## src/crst_pkg.sv

```systemverilog
`timescale 1ns / 1ps

package crst_pkg;

    localparam int HS_LEN    = 7;
    localparam int DATA_HDR  = 9;
    localparam int IDX_W     = 17;
    localparam logic [IDX_W-1:0] IDX_MAX = '1;
    localparam logic [7:0] TYPE_HS   = 8'd1;
    localparam logic [7:0] TYPE_DATA = 8'd2;

    localparam logic [1:0] FUNC_PKT  = 2'd0;
    localparam logic [1:0] FUNC_READ = 2'd1;
    localparam logic [1:0] FUNC_REL  = 2'd2;

    localparam logic [2:0] KIND_DROP   = 3'd0;
    localparam logic [2:0] KIND_OPEN   = 3'd1;
    localparam logic [2:0] KIND_CHUNK  = 3'd2;
    localparam logic [2:0] KIND_DONE   = 3'd3;
    localparam logic [2:0] KIND_READ   = 3'd4;
    localparam logic [2:0] KIND_REL    = 3'd5;

    typedef enum logic [1:0] {
        OP_PKT,
        OP_READ,
        OP_REL,
        OP_NONE
    } t_op;

    typedef struct packed {
        t_op         op;
        logic [7:0]  pkt_byte;
        logic        pkt_last;
        logic [2:0]  slot;
        logic [11:0] read_offset;
    } t_item;

    typedef struct packed {
        logic  valid;
        t_item item;
    } t_qhead;

endpackage

```

## src/crst_back.sv

```systemverilog
`timescale 1ns / 1ps

module crst_back #(
    parameter int SESSIONS  = 8,
    parameter int MSG_BYTES = 4096
) (
    input  logic                                  i_clk,
    input  logic                                  i_rst_n,
    input  crst_pkg::t_qhead                      i_head,
    output logic                                  o_take,
    output logic                                  o_we,
    output logic [$clog2(SESSIONS*MSG_BYTES)-1:0] o_waddr,
    output logic [7:0]                            o_wdata,
    output logic [$clog2(SESSIONS*MSG_BYTES)-1:0] o_raddr,
    input  logic [7:0]                            i_rdata,
    output logic                                  o_empty,
    input  logic                                  i_pop,
    output logic [2:0]                            o_kind,
    output logic [2:0]                            o_result_slot,
    output logic [12:0]                           o_msg_length,
    output logic [7:0]                            o_read_byte
);
    import crst_pkg::*;

    localparam int SW = (SESSIONS > 1) ? $clog2(SESSIONS) : 1;
    localparam int LW = $clog2(MSG_BYTES + 1);
    localparam int AW = $clog2(SESSIONS * MSG_BYTES);

    typedef enum logic {ST_RUN, ST_READ} t_state;

    t_state           r_state;
    logic [31:0]      r_sid   [SESSIONS];
    logic [LW-1:0]    r_slen  [SESSIONS];
    logic [LW-1:0]    r_exp   [SESSIONS];
    logic [SESSIONS-1:0] r_done;
    logic [63:0]      r_hdr;
    logic [IDX_W-1:0] r_idx;
    logic             r_pok;
    logic [7:0]       r_ptype;
    logic [SW-1:0]    r_cslot;
    logic             r_out_valid;
    logic [2:0]       r_kind;
    logic [2:0]       r_rslot;
    logic [12:0]      r_len;
    logic [7:0]       r_rbyte;

    logic [31:0]      n_sid   [SESSIONS];
    logic [LW-1:0]    n_slen  [SESSIONS];
    logic [LW-1:0]    n_exp   [SESSIONS];
    logic [SESSIONS-1:0] n_done;
    logic [63:0]      n_hdr;
    logic [IDX_W-1:0] n_idx;
    logic             n_pok;
    logic [7:0]       n_ptype;
    logic [SW-1:0]    n_cslot;

    t_item            w_it;
    logic             w_res;
    logic             w_rd_go;
    logic [2:0]       w_kind;
    logic [2:0]       w_rslot;
    logic [12:0]      w_len;
    logic [IDX_W-1:0] w_count;
    logic [IDX_W-1:0] w_pos;
    logic [31:0]      w_key;
    logic             w_found;
    logic [SW-1:0]    w_fidx;
    logic             w_free;
    logic [SW-1:0]    w_freeidx;
    logic [SW-1:0]    w_sidx;
    logic             w_sok;
    logic [15:0]      w_off;
    logic [15:0]      w_size;
    logic [15:0]      w_hlen;
    logic [SW-1:0]    w_k;

    assign w_it    = i_head.item;
    assign o_take  = i_head.valid && (r_state == ST_RUN) && (!r_out_valid || i_pop);
    assign w_sidx  = SW'(w_it.slot);
    assign w_sok   = (32'(w_it.slot) < SESSIONS);
    assign o_raddr = AW'(32'(w_sidx) * MSG_BYTES + 32'(w_it.read_offset));

    always_comb begin
        n_sid   = r_sid;
        n_slen  = r_slen;
        n_exp   = r_exp;
        n_done  = r_done;
        n_hdr   = r_hdr;
        n_idx   = r_idx;
        n_pok   = r_pok;
        n_ptype = r_ptype;
        n_cslot = r_cslot;
        w_res   = 1'b0;
        w_rd_go = 1'b0;
        w_kind  = KIND_DROP;
        w_rslot = 3'd0;
        w_len   = 13'd0;
        o_we    = 1'b0;
        o_wdata = w_it.pkt_byte;
        w_pos   = r_idx - IDX_W'(DATA_HDR);
        o_waddr = AW'(32'(r_cslot) * MSG_BYTES + 32'(r_hdr[31:16]) + 32'(w_pos));
        w_count = (r_idx == IDX_MAX) ? IDX_MAX : r_idx + 1'b1;

        if (r_idx == '0) begin
            n_ptype = w_it.pkt_byte;
        end else if (r_idx < IDX_W'(DATA_HDR)) begin
            n_hdr = {r_hdr[55:0], w_it.pkt_byte};
        end else if (r_pok && (32'(w_pos) < 32'(r_hdr[15:0]))
                     && (32'(r_hdr[31:16]) + 32'(w_pos) < MSG_BYTES)) begin
            o_we = o_take && (w_it.op == OP_PKT);
        end

        w_off  = n_hdr[31:16];
        w_size = n_hdr[15:0];
        w_hlen = n_hdr[15:0];
        w_key  = (w_count == IDX_W'(HS_LEN)) ? n_hdr[47:16] : n_hdr[63:32];

        w_found = 1'b0;
        w_fidx  = '0;
        w_free  = 1'b0;
        w_freeidx = '0;
        for (int k = SESSIONS - 1; k >= 0; k--) begin
            if (w_key != 32'd0 && r_sid[k] == w_key) begin
                w_found = 1'b1;
                w_fidx  = SW'(k);
            end
            if (r_sid[k] == 32'd0) begin
                w_free    = 1'b1;
                w_freeidx = SW'(k);
            end
        end

        if (w_count == IDX_W'(DATA_HDR) && n_ptype == TYPE_DATA) begin
            n_pok = w_found && !r_done[w_fidx] && (32'(w_off) == 32'(r_exp[w_fidx]))
                    && (32'(w_off) + 32'(w_size) <= 32'(r_slen[w_fidx]));
            n_cslot = w_found ? w_fidx : '0;
        end
        w_k = n_cslot;

        if (w_it.pkt_last) begin
            w_res = 1'b1;
            if (n_ptype == TYPE_HS && w_count == IDX_W'(HS_LEN)) begin
                if (!w_found && w_key != 32'd0 && 32'(w_hlen) <= MSG_BYTES && w_free) begin
                    n_sid[w_freeidx]  = w_key;
                    n_slen[w_freeidx] = LW'(w_hlen);
                    n_exp[w_freeidx]  = '0;
                    n_done[w_freeidx] = 1'b0;
                    w_kind  = KIND_OPEN;
                    w_rslot = 3'(w_freeidx);
                    w_len   = 13'(w_hlen);
                end
            end else if (n_ptype == TYPE_DATA && w_count >= IDX_W'(DATA_HDR) && n_pok) begin
                if (n_hdr[63:32] != 32'd0 && r_sid[w_k] == n_hdr[63:32] && !r_done[w_k]
                    && (32'(w_off) == 32'(r_exp[w_k]))
                    && (32'(w_off) + 32'(w_size) <= 32'(r_slen[w_k]))
                    && (32'(w_count) - DATA_HDR >= 32'(w_size))) begin
                    n_exp[w_k] = LW'(32'(w_off) + 32'(w_size));
                    w_rslot    = 3'(w_k);
                    w_len      = 13'(r_slen[w_k]);
                    if (32'(w_off) + 32'(w_size) == 32'(r_slen[w_k])) begin
                        n_done[w_k] = 1'b1;
                        w_kind      = KIND_DONE;
                    end else begin
                        w_kind = KIND_CHUNK;
                    end
                end
            end
            n_idx   = '0;
            n_pok   = 1'b0;
            n_hdr   = '0;
            n_ptype = '0;
            n_cslot = '0;
        end else begin
            n_idx = w_count;
        end

        // Read and release requests leave the packet parser untouched.
        if (w_it.op != OP_PKT) begin
            n_sid   = r_sid;
            n_slen  = r_slen;
            n_exp   = r_exp;
            n_done  = r_done;
            n_hdr   = r_hdr;
            n_idx   = r_idx;
            n_pok   = r_pok;
            n_ptype = r_ptype;
            n_cslot = r_cslot;
            w_res   = 1'b1;
            w_kind  = KIND_DROP;
            w_rslot = w_it.slot;
            w_len   = w_sok ? 13'(r_slen[w_sidx]) : 13'd0;
            if (w_it.op == OP_READ) begin
                w_rd_go = w_sok && r_done[w_sidx]
                          && (32'(w_it.read_offset) < 32'(r_slen[w_sidx]))
                          && (32'(w_it.read_offset) < MSG_BYTES);
                w_res   = !w_rd_go;
                w_kind  = KIND_READ;
                if (!w_rd_go) begin
                    w_kind = KIND_DROP;
                end
            end else if (w_sok) begin
                w_kind         = KIND_REL;
                n_sid[w_sidx]  = '0;
                n_slen[w_sidx] = '0;
                n_exp[w_sidx]  = '0;
                n_done[w_sidx] = 1'b0;
            end
        end
    end

    always_ff @(posedge i_clk) begin
        if (!i_rst_n) begin
            r_state     <= ST_RUN;
            r_done      <= '0;
            r_hdr       <= '0;
            r_idx       <= '0;
            r_pok       <= 1'b0;
            r_ptype     <= '0;
            r_cslot     <= '0;
            r_out_valid <= 1'b0;
            for (int k = 0; k < SESSIONS; k++) begin
                r_sid[k]  <= '0;
                r_slen[k] <= '0;
                r_exp[k]  <= '0;
            end
        end else begin
            unique case (r_state)
                ST_RUN: begin
                    if (i_pop) begin
                        r_out_valid <= 1'b0;
                    end
                    if (o_take) begin
                        r_sid   <= n_sid;
                        r_slen  <= n_slen;
                        r_exp   <= n_exp;
                        r_done  <= n_done;
                        r_hdr   <= n_hdr;
                        r_idx   <= n_idx;
                        r_pok   <= n_pok;
                        r_ptype <= n_ptype;
                        r_cslot <= n_cslot;
                        r_kind  <= w_kind;
                        r_rslot <= w_rslot;
                        r_len   <= w_len;
                        r_rbyte <= 8'd0;
                        if (w_res) begin
                            r_out_valid <= 1'b1;
                        end
                        if (w_rd_go) begin
                            r_state <= ST_READ;
                        end
                    end
                end
                ST_READ: begin
                    r_rbyte     <= i_rdata;
                    r_out_valid <= 1'b1;
                    r_state     <= ST_RUN;
                end
                default: r_state <= ST_RUN;
            endcase
        end
    end

    assign o_empty       = !r_out_valid;
    assign o_kind        = r_kind;
    assign o_result_slot = r_rslot;
    assign o_msg_length  = r_len;
    assign o_read_byte   = r_rbyte;

endmodule

```

## config.mk

```make
export PLATFORM = sky130hd
export DESIGN_NAME = crst_back
export DESIGN_NICKNAME = d
export VERILOG_FILES = /design/src/crst_pkg.sv /design/src/crst_back.sv
export SDC_FILE = /design/constraint.sdc
export NUM_CORES = 2
export LEC_CHECK = 0
export BUFFER_PORTS_ARGS = -buffer_cell sky130_fd_sc_hd__buf_2
export CAP_MARGIN = 20
export CORE_MARGIN = 4
export CORE_UTILIZATION = 45
export DETAILED_ROUTE_END_ITERATION = 8
export PLACE_DENSITY = 0.69
export RECOVER_POWER = 50
export SLEW_MARGIN = 10
export SYNTH_ARGS = -nofsm -noshare
export SYNTH_HDL_FRONTEND = slang
export SYNTH_SLANG_ARGS = --single-unit
```

## constraint.sdc

```tcl
create_clock -name i_clk -period 12 [get_ports i_clk]
set_clock_uncertainty 0.1 [all_clocks]
set_input_delay 1.2 -clock i_clk [delete_from_list [all_inputs] [get_ports i_clk]]
set_output_delay 1.2 -clock i_clk [all_outputs]
set_load 0.05 [all_outputs]
```

==> results.txt <==
----------------------------------------------------
[Outcome]
  Run status ... complete, but fails checks
  Violated checks ... max-capacitance violations, max-slew violations

[Synth]
  Area leader, netlist ... dfxtp_1
  Top area cells in the synthesized netlist ... dfxtp_1 29%, a22oi_1 8.5%, nor2b_1 6.6%
  Post-Syn Nets ... roughly 4800
  Yosys warns ... 0
  Share of flip-flops with an asynchronous set or reset ... 0
  Distinct cells, synth ... between 90 and 100
  Flops & latches, synth ... 594
  EDFF count, synth ... 27
  Post-synth design cell area ... 39700 µm²
  Register area share after synthesis ... 0.306
  Mean instance size in the synthesized netlist ... 8.60 µm²
  Post-synth top flop ... dfxtp_1
  Post-synth top area share ... 0.286
  Syn Inst Count ... around 4600

[Floorplanning]
  Die Footprint ... a little over 90000 µm²
  Total number of placement rows ... between 100 and 150
  Boundary pin count ... approximately 110
  Die Y-Extent ... about 300 µm
  Std-Cell Core Area ... 87200 µm²
  Die Width ... between 300 and 400 µm
  Initial cell density of the core ... 0.456

[Worst setup path]
  Slowest cell on crit path ... nor4_1
  Critical path's largest stage delay ... around 0.70 ns
  R2R setup slack ... 0.13 ns
  Endpoint of the worst register-to-register path ... r_exp[86]
  Worst Setup Start Kind ... flip-flop
  Maximum fanout along the worst path ... 22
  R2r worst-path depth ... 37
  Worst EP arrival ... 12.27 ns
  Worst Path Class, Setup ... flip-flop to flip-flop
  Required time of the critical path ... approximately 12 ns
  Endpoint type of the worst setup path ... flip-flop
  Launch point of the worst reg-to-reg path ... r_idx[0]

[Worst hold path]
  Class of the tightest hold or removal check ... flip-flop to flip-flop
  Beginning of the worst hold path ... r_exp[85]
  Hold path cells ... 2
  Hold EP ... r_exp[85]

[Drt]
  Length of the first detailed-routing pass in iterations ... 7
  Number of antenna-violating nets in the routed design ... 0
  Via/cell ratio ... around 7
  Routed WL ... 194000 µm
  Remaining design rule violation count ... 0
  Number of design-rule violations left by the first detailed-router iteration ... between 7000 and 8000
  Wire per inst ... about 33 µm
  Count of vias placed by the detailed router ... about 41000

[STA]
  Fmax ... 0.0843 GHz
  Actual slew at the worst max-slew pin ... roughly 4.9 ns
  Total count of hold-check failures in the final report ... 0
  Fin crit share ... 0.989
  Setup repair after global routing missed its margin ... false
  Worst hold margin ... approximately 0.38 ns
  Number of failing setup endpoints in the final timing report ... 0
  Setup Total Neg Slack ... 0 ns
  Worst setup slack after layout ... about 0.13 ns
  Worst slew margin ... -2.24
  Final period demand of the worst path ... between 10 and 15 ns
  Max-slew violation total from the final report ... roughly 530

[Global routing]
  All-Layer GR Usage ... 0.397
  GRT Residual Overflow ... 0
  Maximum number of pins on one net before global-route repair ... ~130
  Initial antenna violation count ... 5
  Wire length of the first global-routing pass ... approximately 270000 µm
  Number of global-route vias before repair ... 37100

[Layout]
  Area taken by multi-input logic gates ... 25600 µm²
  Final net count ... about 4800
  Final std cells w/o fill ... slightly below 6000
  Most common cell after layout, fill and taps aside ... dfxtp_1
  Most frequent cells in the layout ... 567 x dfxtp_1, 449 x a22oi_1, 416 x nor2b_1
  Footprint of the flip-flops and latches ... between 10000 and 15000 µm²
  Share of cells above drive strength 1 ... 0.111
  Area grow syn2layout ... 10.8%
  Number of inserted filler cells in the final layout ... slightly above 8000

[Placement]
  Post-Place Cells ... 5676
  Count of input and output buffers ... roughly 110
  Detailed placer's ending HPWL ... ~140000 µm
  Global placer's final weighted congestion ... around 1.1
  Worst slack after detailed placement ... -0.0268 ns

[Clocking]
  CTS hold repair buffers ... 0
  Clock tree from TritonCTS ... built
  Number of sinks on the clock net ... around 590
  Skew-Pair Late Insertion Delay ... around 0.65 ns
  CTS HTree Levels ... 3
  Root Driver ... clkbuf_16
  Clk buf depth ... 3
  Clock-pin slew of the registers on the worst-case setup and hold paths ... 0.06 ns
  Total CTS buffers ... 70

[Run]
  Reported max-cap violation count ... 13

[Power]
  Leakage power ... 0.0164 µW
  Power per cell area ... a little over 100 nW/µm²
  Sum of internal, switching and leakage power ... roughly 4600 µW
  Maximum vdd drop ... a little under 0.1 mV

----------------------------------------------------
timing repair:
action,4_1_cts,5_1_grt
setup buffers,0,7
endpoints found under the setup margin,24,129
pin swaps,0,1
gates resized for setup,2,8
metrics by stage:
| step | cell area [µm²] | util |
|---|---|---|
| 6_report | 44000 | 0.505 |
| 5_1_grt | 44000 | 0.505 |
| 4_1_cts | 44100 | 0.506 |
| 3_5_place_dp | 41700 | 0.478 |
| 3_3_place_gp | 41700 | 0.478 |
| 2_1_floorplan | 39700 | - |
cell usage after synthesis (all sizes together) (8+ instances only):
library cell and number:
a31o 16, a211oi 33, a22o 8, xnor2 286, dfxtp 567, fa 15, a31oi 32, a21oi 118
nand2 234, xor2 80, mux2i 229, nor4 123, and3 29, inv 127, buf 114, nand3 90
ha 127, and2 111, a32o 80, nand2b 26, o21ai 143, nor3 91, or3 19, nor3b 10
edfxtp 27, o211ai 20, nor2b 416, nor2 228, or4 15, nand4 107, or2 12, o221ai 27
a32oi 11, a22oi 449, clkbuf 271, a221oi 12, a211o 8, mux2 62, o22ai 117, a21o 25
and4 11
worst max path at each step:
stage | from | end | slack (ns) | cells past startpoint
after floorplan | r_idx[11] | r_exp[10] | 1.86 | 50
final | r_idx[0] | r_exp[86] | 0.13 | 37
after detailed placement | r_idx[0] | o_result_slot[0] | -0.03 | 36
after global placement | r_idx[0] | r_done[0] | -0.15 | 38
after CTS | r_idx[0] | r_done[0] | 0.09 | 38
after global routing | r_idx[0] | r_exp[86] | 0.02 | 42
state kept, by name (all words and copies together) (netlist names), 8 cells and up:
signal,count
r_slen,104
r_ptype,8
r_done,8
r_hdr,64
r_idx,17
o_msg_length,13
r_sid,256
o_read_byte,8
r_exp,104
layout make-up:
| cell class | instances | area share |
|---|---|---|
| Multi-Input combinational cell | 3510 | 0.582 |
| Sequential cell | 594 | 0.276 |
| Clock buffer | 103 | 0.0480 |
| Timing Repair Buffer | 295 | 0.0426 |
| Tap cell | 1155 | 0.0328 |
| Inverter | 129 | 0.0110 |
| Clock inverter | 24 | 0.00702 |
| Antenna cell | 5 | 0.000284 |
power breakdown:
part           switching [µW]  internal (µW)
clock                     938           1350
combinational             209           65.7
sequential               4.74           1990
total                    1150           3410
worst max-delay path: cells and delay by family (launching register included):
family | cells | cell delay (ns)
buf+inv | 4 | 0.94
fa+ha+maj | 3 | 0.99
xor+xnor | 1 | 0.24
compound gates | 7 | 1.53
mux | 1 | 0.57
flops | 1 | 0.56
simple gates | 21 | 6.70
per-layer routing:
metal	GRT usage	vias to the layer above	routed length, µm
met1	0.543	19600	75900
met2	0.552	3316	77100
met3	0.128	702	29000
met4	0.206	4	12400
met5	0.00413	-	67
li1	-	16900	-
kinds of logic (layout without fill, tap and decap cells):
kind of cell	count (synthesis)	count (layout)	share of synthesized area
fa+ha+maj	142	142	0.0476
simple gates	1545	1545	0.214
xor+xnor	366	366	0.0811
other cells	0	5	0
mux	291	291	0.0849
buf+inv	514	551	0.0546
flops	594	594	0.306
compound gates	1166	1166	0.211
Note: power is estimated with default switching activity, not from simulation.
