### src/crst_pkg.sv
`timescale 1ns / 1ps

package crst_pkg;

    localparam int HS_LEN    = 7;
    localparam int DATA_HDR  = 9;
    localparam int IDX_W     = 17;
    localparam logic [IDX_W-1:0] IDX_MAX = '1;
    localparam logic [7:0] TYPE_HS   = 8'd1;
    localparam logic [7:0] TYPE_DATA = 8'd2;

    localparam logic [1:0] FUNC_PKT  = 2'd0;
    localparam logic [1:0] FUNC_READ = 2'd1;
    localparam logic [1:0] FUNC_REL  = 2'd2;

    localparam logic [2:0] KIND_DROP   = 3'd0;
    localparam logic [2:0] KIND_OPEN   = 3'd1;
    localparam logic [2:0] KIND_CHUNK  = 3'd2;
    localparam logic [2:0] KIND_DONE   = 3'd3;
    localparam logic [2:0] KIND_READ   = 3'd4;
    localparam logic [2:0] KIND_REL    = 3'd5;

    typedef enum logic [1:0] {
        OP_PKT,
        OP_READ,
        OP_REL,
        OP_NONE
    } t_op;

    typedef struct packed {
        t_op         op;
        logic [7:0]  pkt_byte;
        logic        pkt_last;
        logic [2:0]  slot;
        logic [11:0] read_offset;
    } t_item;

    typedef struct packed {
        logic  valid;
        t_item item;
    } t_qhead;

endpackage

### src/crst_front.sv
`timescale 1ns / 1ps

module crst_front (
    input  logic              i_clk,
    input  logic              i_rst_n,
    input  logic              i_push,
    input  logic [1:0]        i_func,
    input  logic [7:0]        i_pkt_byte,
    input  logic              i_pkt_last,
    input  logic [2:0]        i_slot,
    input  logic [11:0]       i_read_offset,
    output logic              o_full,
    output crst_pkg::t_qhead  o_head,
    input  logic              i_take
);
    import crst_pkg::*;

    t_item      r_q [2];
    logic       r_wptr;
    logic       r_rptr;
    logic [1:0] r_cnt;
    t_item      w_item;
    logic       w_enq;

    always_comb begin
        w_item.pkt_byte    = i_pkt_byte;
        w_item.pkt_last    = i_pkt_last;
        w_item.slot        = i_slot;
        w_item.read_offset = i_read_offset;
        unique case (i_func)
            FUNC_PKT:  w_item.op = OP_PKT;
            FUNC_READ: w_item.op = OP_READ;
            FUNC_REL:  w_item.op = OP_REL;
            default:   w_item.op = OP_NONE;
        endcase
    end

    // Items without meaning are consumed here and never queued.
    assign o_full = (r_cnt == 2'd2);
    assign w_enq  = i_push && !o_full && (w_item.op != OP_NONE);

    assign o_head.valid = (r_cnt != 2'd0);
    assign o_head.item  = r_q[r_rptr];

    always_ff @(posedge i_clk) begin
        if (!i_rst_n) begin
            r_wptr <= 1'b0;
            r_rptr <= 1'b0;
            r_cnt  <= 2'd0;
        end else begin
            if (w_enq) begin
                r_q[r_wptr] <= w_item;
                r_wptr      <= !r_wptr;
            end
            if (i_take) begin
                r_rptr <= !r_rptr;
            end
            r_cnt <= r_cnt + 2'(w_enq) - 2'(i_take);
        end
    end

endmodule

### config.mk
export PLATFORM = sky130hd
export DESIGN_NAME = crst_front
export DESIGN_NICKNAME = d
export VERILOG_FILES = /design/src/crst_pkg.sv /design/src/crst_front.sv
export SDC_FILE = /design/constraint.sdc
export NUM_CORES = 1
export LEC_CHECK = 0
export BUFFER_PORTS_ARGS = -buffer_cell sky130_fd_sc_hd__buf_2
export CAP_MARGIN = 20
export CELL_PAD_IN_SITES_DETAIL_PLACEMENT = 1
export CELL_PAD_IN_SITES_GLOBAL_PLACEMENT = 1
export CORE_UTILIZATION = 47
export CTS_BUF_LIST = sky130_fd_sc_hd__clkbuf_16
export DETAILED_ROUTE_END_ITERATION = 6
export HOLD_SLACK_MARGIN = 0.02
export PLACE_DENSITY_LB_ADDON = 0.1
export REMOVE_ABC_BUFFERS = 1
export SLEW_MARGIN = 20
export SYNTH_ARGS = -nofsm -noshare
export SYNTH_HDL_FRONTEND = slang
export SYNTH_SLANG_ARGS = --single-unit
### constraint.sdc
create_clock -name i_clk -period 5 [get_ports i_clk]
set_input_delay 0.25 -clock i_clk [delete_from_list [all_inputs] [get_ports i_clk]]
set_output_delay 0.25 -clock i_clk [all_outputs]
set_load 0.1 [all_outputs]
==> run metrics, run 1 <==
register area share after synthesis=0.7415; Fin. Hold Viols=0; Hold Crit Class=input pin to flop; GR Util All Layers=0.1922; Data arrival, critical path=1.91 ns; clk root buf=clkbuf_16; Synth Register Bits=57; vias post-DR=1,167; Mapped Avg Cell Area=20.37 µm²; Vias/cell=5.074; Slew Limit Fails=0; commonest non-fill, non-tap cell in the layout=buf_2; post-route ant nets=0; CP endpoint kind=output port; register area=1663 µm²; largest cells by area after synthesis=edfxtp_1 70%, mux2_4 13%, dfxtp_1 4.5%; CTS Buf Count=9; Synth cell types=19; Core Box Area=4474 µm²; first-pass GRT wire length=6.727 mm; RSZ-0062 raised after global routing=false; failing checks=DRC; PortBufs=57; fillers=418; clock skew=0.005436 ns; Rows=24; Worst EP required=4.75 ns; slowest stage delay, CP=0.85 ns; Final setup viols=0; post-CTS setup buffer count=0; vias in the first global route=1,351; share of the synthesized area in the top cell type=0.6968; Pwr per Cell Area=487.2 nW/µm²; final wirelength=4.166 mm; mapped cell area=2241 µm²; commonest non-fill, non-tap cells in the layout=57 x buf_2, 52 x edfxtp_1, 20 x mux2_4; ANT cells=0; CP Class=flop to output port; largest area contributor in the netlist=edfxtp_1; Post-Synthesis Cells=110; Initial Util=0.5008; Worst-Skew Late Latency=0.32 ns; clk buf depth=2; crit path launch type=flop; first-pass detailed-route iteration total=7; antenna violations before repair=0; IR drop worst, VDD=340.0 µV; Setup TNS=0 ns; Die Wd=71.05 µm; CTS H-tree lvls=3; chip height=71.05 µm; Sink Count=57; Yosys warning total=0; Area Growth Syn to Fin=25.29%; Worst path slowest cell=dfxtp_2; CTS tree=yes; max-cap viol count=0; run status=finished with violations; Clock Pin Slew Worst Setup and Hold Paths=0.05 ns; hold_ws=0.1180 ns; die area=5048 µm²; Detailed Route Iter0 Violations=58; total global routing overflow=0; GP Congestion=0.6271; Static Leak=0.001152 µW; Worst-Margin Slew=0.8136 ns; Post-route DRC=4; worst-path cell chain=mux2_2 > buf_2; Critical Path Fanout Max=26; largest net degree at the start of global routing=27; Period minus WS final=2.156 ns; Final Cycle Share=0.4312; I/O Pins=58; combined area of the multi-input logic cells=523.0 µm²; Detailed Place HPWL=2.832 mm; nets=207; Fmax achieved=463.8 MHz; cts hold-fix bufs=0; layout cells sized above 1=0.5674; post_cts resized=0; slew margin rel.=0.4576; Avg WL per Cell=18.11 µm
[metrics by stage]
stage,area [µm²],setup slack [ns],instances,utilization,total power [µW]
6_report,2808,2.844,230,0.6275,1368
5_1_grt,2808,2.738,230,0.6275,1413
4_1_cts,2801,2.772,230,0.6261,1381
3_5_place_dp,2556,2.805,216,0.5713,878.1
3_3_place_gp,2556,2.892,216,0.5713,869.3
2_1_floorplan,2182,2.010,105,-,825.9
[report_power, final]
part | leakage [µW] | switching (µW) | internal (µW) | total, µW
combinational | 0.000501 | 227 | 70.9 | 298
clock | 0.000136 | 181 | 319 | 500
sequential | 0.000515 | 20.1 | 550 | 570
total | 0.00115 | 428 | 940 | 1370
[final cells by class]
| type | instances | share of cell area |
|---|---|---|
| multi-input cells | 45 | 0.1863 |
| clock buffers | 9 | 0.08021 |
| clock inverters | 5 | 0.007130 |
| well taps | 52 | 0.02317 |
| flip-flops and latches | 57 | 0.5922 |
| repair buffers | 59 | 0.1070 |
| inverters | 3 | 0.004011 |
[path summary, 6_finish.rpt]
path	startpoint	end	slack [ns]	cells past startpoint
worst max-delay path	flop	o_head[4]	2.84	2
worst min-delay path	i_read_offset[9]	r_q[1][9]	0.12	1
worst max register to register	r_cnt[1]	r_q[1][16]	3.15	4
worst min register to register	r_wptr	r_wptr	0.50	2
[cells by family (layout without fill, tap and decap cells)]
| logic type | after synthesis | after routing | share of synthesized area |
|---|---|---|---|
| buffers and inverters | 8 | 76 | 0.03127 |
| muxes | 27 | 27 | 0.1686 |
| and+or+nand+nor | 14 | 14 | 0.03964 |
| DFF | 57 | 57 | 0.7415 |
| xor gates and xnor gates | 2 | 2 | 0.007818 |
| adders and majority gates | 2 | 2 | 0.01117 |
[registers in the layout, summed over array words and instances (netlist names), named ones only]
register and count:
r_cnt 2, r_q 52, r_rptr 1, r_wptr 1
[cell usage after synthesis, drive strengths merged]
library cell / count
xnor2: 1
clkbuf: 2
nand3b: 1
edfxtp: 52
mux2i: 1
ha: 2
inv: 3
nor2: 4
dfxtp: 5
and2: 2
nor2b: 1
xor2: 1
or2: 1
mux2: 26
nor3: 2
nand2: 3
buf: 3
[layer usage]
layer / track usage / vias to the layer above / part of all wire
met5: 0 / - / 0
met4: 0.1133 / 0 / 0.025
met3: 0.05840 / 10 / 0.049
met2: 0.3494 / 37 / 0.58
met1: 0.1935 / 578 / 0.35
li1: - / 542 / -
[worst max-delay path: cells and delay by family (launching register included)]
kind	cells	cell delay, ns
mux	1	0.30
flops	1	0.85
buf+inv	1	0.42
Note: power is estimated with default switching activity, not from simulation.
==> inputs of run 2 (changes only) <==
Settings changed: ABC_AREA set to 1, CORE_UTILIZATION 47 to 43.
Clock period 5 ns to 2.2 ns, I/O delays scaled along.
==> run 2 against run 1 <==
Effect of this change: the flow now finishes without violations; power up 130%; synthesized cell count rose by 9.1%; worst setup slack lost 2.5 ns; register-to-register slack got worse by 2.6 ns; cell count rose by 23%; combinational power grew 130%; critical path type unchanged; largest power group unchanged.
==> run metrics, run 2 <==
run status=finished clean; largest area contributor in the netlist=edfxtp_1; Setup TNS=0 ns; vias post-DR=1,318; register area=1663 µm²; Synth Register Bits=57; final wirelength=4.411 mm; Yosys warning total=0; die area=5495 µm²; register area share after synthesis=0.7427; RSZ-0062 raised after global routing=false; Post-route DRC=0; CTS Buf Count=9; cell with the most instances after synthesis=edfxtp_1; antenna violations before repair=0; crit path launch type=flop; Critical Path Fanout Max=26; first-pass detailed-route iteration total=2; PortBufs=57; Non-Filler Instances=283; clk root buf=clkbuf_16; Worst-Skew Late Latency=0.31 ns; Fin. Hold Viols=0; clk buf depth=2; Avg WL per Cell=15.59 µm; Post-synth top cells=52 x edfxtp_1, 20 x mux2_4, 10 x inv_1, 10 x nand2_1, 6 x mux2_2; fillers=451; max FFs per register=52; Mapped Avg Cell Area=18.64 µm²; Fmax achieved=550.6 MHz; Worst-Margin Slew=0.4957 ns; Slew Limit Fails=0; Hold Crit Class=input pin to flop; number of synthesized flops with an enable pin=52; I/O Pins=58; CTS tree=yes; final core utilization=0.6364; Pwr per Cell Area=1009 nW/µm²; Data arrival, critical path=1.71 ns; slew margin rel.=0.6718; combined area of the multi-input logic cells=481.7 µm²; commonest non-fill, non-tap cells in the layout=57 x buf_2, 52 x edfxtp_1, 26 x dlygate4sd3_1; async set-reset flop share out of synthesis=0; max-cap viol count=0; worst-path cell chain=buf_4 > mux2_2 > buf_2; Synth cell types=15; GP Congestion=0.5980; nets=244; Detailed Route Iter0 Violations=28; Vias/cell=4.657; Sink Count=57; ANT cells=0; layout cells sized above 1=0.4630; Worst path slowest cell=buf_4; share of the synthesized area in the top cell type=0.6980; post-placement cell count=242; total global routing overflow=0; CP delay by family, top=buffers and inverters; Initial Util=0.4614; CP endpoint kind=output port; Worst Path Buf+Inv=2; Die Wd=74.13 µm; Post-Synthesis Cells=120; largest net degree at the start of global routing=27; Period minus WS final=1.816 ns; Worst EP required=2.09 ns; CTS H-tree lvls=3; commonest non-fill, non-tap cell in the layout=buf_2; post-route ant nets=0; largest cells by area after synthesis=edfxtp_1 70%, mux2_4 13%, dfxtp_1 4.5%; Clock Pin Slew Worst Setup and Hold Paths=0.05 ns; first-pass GRT wire length=6.844 mm; Static Leak=0.001282 µW; Final Cycle Share=0.8255; vias in the first global route=1,459; slowest stage delay, CP=0.39 ns; GR Util All Layers=0.1813; most used flip-flop cell after synthesis=edfxtp_1; mapped cell area=2237 µm²; CP Class=flop to output port; Area Growth Syn to Fin=37.92%; Final setup viols=0; Detailed Place HPWL=2.648 mm; clock skew=0.005290 ns; Core Box Area=4848 µm²; Top reg by flops=r_q; Rows=25; hold_ws=0.03440 ns; IR drop worst, VDD=539.3 µV; chip height=74.13 µm; top flop regs=r_q x52, r_cnt x2
## run 2: changes by cell type after synthesis, sizes merged, moves of 2 or more
| cell | change |
|---|---|
| and2 | -2 |
| nor3 | -2 |
| nand3 | +2 |
| inv | +7 |
| nand2 | +7 |
## run 2: through the flow
stage,worst slack (ns),area (µm²),total power (µW)
floorplan,0.1210,2178,1830
global placement,0.6958,2574,1922
detailed placement,0.5459,2574,1943
CTS,0.3514,3085,3144
global route,0.3100,3085,3223
finish,0.3838,3085,3112
## run 2: layout make-up
class                   count  share of cell area
clock buffers               9             0.07299
clock inverters             6            0.008516
inverters                  10             0.01217
multi-input cells          48              0.1561
flip-flops and latches     57              0.5389
well taps                  67             0.02717
repair buffers             86              0.1841
## run 2: routing by layer
metal	wire length (µm)	vias up	track usage	part of all wire
li1	-	626	-	-
met4	70	0	0.09615	0.016
met3	212	9	0.05691	0.048
met1	1680	642	0.1748	0.38
met5	0	-	0	0
met2	2448	41	0.3414	0.55
## run 2: worst min-delay path, delay by kind of cell
family	cells	cell delay, ns
buffers and inverters	2	0.15
AND/OR/NAND/NOR	1	0.05
## run 2: path summary, 6_finish.rpt
path	startpoint	to	slack, ns	cells past startpoint
setup / recovery	flop	o_head[2]	0.38	3
hold reg to reg	r_rptr	flop	0.53	2
setup reg to reg	r_cnt[0]	r_cnt[1]	0.55	10
hold / removal	i_rst_n	r_cnt[0]	0.03	3
## run 2: logic make-up (layout without fill, tap and decap cells)
group,Yosys count,in the layout,share of synthesized area
AOI/OAI and AO/OA,1,1,0.002235
xor gates and xnor gates,1,1,0.003916
buffers and inverters,15,111,0.04307
and+or+nand+nor,18,18,0.03244
adders and majority gates,2,2,0.01118
muxes,26,26,0.1644
DFF,57,57,0.7427
## run 2: power by group
| part | switching [µW] | internal (µW) |
|---|---|---|
| clock | 424 | 733 |
| sequential | 16.7 | 1240 |
| combinational | 521 | 174 |
| total | 962 | 2150 |
## run 2: timing repair
item / 4_1_cts / 5_1_grt
gates resized for setup: 0 / 0
buffers inserted: 0 / 0
hold buffers: 26 / 0
endpoints found under the hold margin: 52 / 0
==> inputs of run 3 (changes only) <==
Settings changed: CORE_UTILIZATION 43 to 39.
Clock period 2.2 ns to 1.6 ns, I/O delays scaled along.
==> run 3 against run 2 <==
Effect of this change: global-route usage decreased by 0.65 points; critical path depth increased by 8; wire length increased by 9.1%; first-iteration DRC count increased by 36%; flip-flop and latch count unchanged; worst setup slack got worse by 0.31 ns; critical path type is now flop to flop; largest cell class unchanged; highest routed layer unchanged.
==> run metrics, run 3 (same netlist as run 2, synthesis figures left out) <==
run status=finished clean; Fin. Hold Viols=0; Hold Crit Depth=3; commonest non-fill, non-tap cells in the layout=52 x edfxtp_1, 31 x buf_2, 28 x buf_12; number of cells on the worst reg-to-reg path=11; Die Wd=77.74 µm; Switch Pwr=1399 µW; vias in the first global route=1,515; Initial Util=0.4063; CTS H-tree lvls=3; register share of total power=0.380; largest net degree at the start of global routing=18; IR drop worst, VDD=829.7 µV; Area Growth Syn to Fin=59.73%; Sink Count=57; Period minus WS final=1.530 ns; Fmax achieved=653.5 MHz; CP endpoint kind=flop; Net Sw Frac=0.3057; Core Box Area=5507 µm²; ANT cells=0; Non-Filler Instances=293; post-route ant nets=0; I/O Pins=58; Vias/cell=4.580; commonest non-fill, non-tap cell in the layout=edfxtp_1; GP Congestion=0.6776; clk buf depth=2; Slew Limit Fails=0; layout cells sized above 1=0.4977; Avg WL per Cell=16.43 µm; Clock Pin Slew Worst Setup and Hold Paths=0.05 ns; first-pass detailed-route iteration total=4; chip height=77.74 µm; Hold Crit Class=input pin to flop; CP Class=flop to flop; Critical Path Fanout Max=3; final wirelength=4.814 mm; top flop regs=r_q x52, r_cnt x2; clk root buf=clkbuf_16; clock skew=0.003461 ns; Worst-Skew Late Latency=0.31 ns; Detailed Route Iter0 Violations=38; Final Cycle Share=0.9564; clock power share=0.352; first-pass GRT wire length=7.514 mm; crit path launch type=flop; CTS Buf Count=9; GR Util All Layers=0.1748; Detailed Place HPWL=3.126 mm; post-placement cell count=250; Power Internal=3177 µW; max-cap viol count=0; Data arrival, critical path=1.74 ns; Static Leak=0.001460 µW; die area=6044 µm²; placed inst area=3018 µm²; PortBufs=57; Top reg by flops=r_q; Post-route DRC=0; post-route cell area=3573 µm²; CTS tree=yes; nets=249; antenna violations before repair=0; max FFs per register=52; Worst EP required=1.81 ns; Pwr per Cell Area=1280 nW/µm²; Worst-Margin Slew=0.4837 ns; slew margin rel.=0.6797; total global routing overflow=0; Rows=27; Final setup viols=0; part of the power in combinational logic=0.269; vias post-DR=1,342
==> run 3: changes by cell type in the layout (fill, tap and decap cells not counted), moves of 2 or more <==
cell,change
nand2_2,+2
nand2_1,-2
nand3_1,-2
buf_4,+2
buf_2,-26
buf_12,+28
==> run 3: power by group through the flow <==
| stage | combinational (µW) | clock [µW] | sequential (µW) |
|---|---|---|---|
| final | 1230 | 1610 | 1740 |
| after global routing | 1270 | 1710 | 1740 |
| after CTS | 1220 | 1640 | 1740 |
| after detailed placement | 1160 | 0 | 1760 |
| after global placement | 1130 | 0 | 1760 |
| after floorplan | 739 | 0 | 1780 |
==> run 3: repair_timing <==
item                                   in CTS  in global routing
setup buffers                               0                  1
pin swaps                                   0                  2
endpoints found under the hold margin      53                  0
setup endpoints to repair                   1                  1
resized for setup                           2                  5
cloned                                      0                  0
hold buffers                               27                  0
==> run 3: worst max-delay path: stages, from the launching register on <==
cell	delay (ns)
dfxtp_2	0.33
inv_1	0.06
nand2_2	0.10
nand3_4	0.08
ha_1	0.28
inv_1	0.07
ha_2	0.17
inv_1	0.06
nand2_2	0.07
nand3_2	0.08
nand2_1	0.07
nor2_1	0.04
==> run 3: area by class of cell <==
type	count	area [µm²]
Clock buffer	9	225.2
Clock inverter	6	26.28
Fill cell	479	1933
Inverter	10	37.54
Multi-Input combinational cell	48	506.7
Sequential cell	57	1664
Tap cell	72	90.09
Timing Repair Buffer	91	1023
==> run 3: through the flow <==
step	setup slack, ns	TNS [ns]	hold WS (ns)	total power [µW]	utilization
2_1_floorplan	-0.4790	-15.74	0.1735	2517	-
3_3_place_gp	0.1415	0	0.2673	2889	0.5481
3_5_place_dp	-0.06684	-0.06684	0.2727	2924	0.5481
4_1_cts	0.003361	0	0.05930	4594	0.6442
5_1_grt	-0.01054	-0.01054	0.1055	4723	0.6489
6_report	0.06976	0	0.06425	4576	0.6489
==> run 3: metal layers <==
| layer | GRT usage | vias up | wire length, µm |
|---|---|---|---|
| li1 | - | 629 | - |
| met1 | 0.1694 | 665 | 1764 |
| met2 | 0.3283 | 42 | 2781 |
| met3 | 0.06588 | 6 | 211 |
| met4 | 0.07170 | 0 | 57 |
| met5 | 0 | - | 0 |
==> run 3: path summary, 6_finish.rpt <==
check,from,to,slack (ns)
max,r_cnt[0],r_cnt[1],0.07
min,i_take,flop,0.06
max reg2reg,r_cnt[0],r_cnt[1],0.07
min reg2reg,r_rptr,flop,0.54
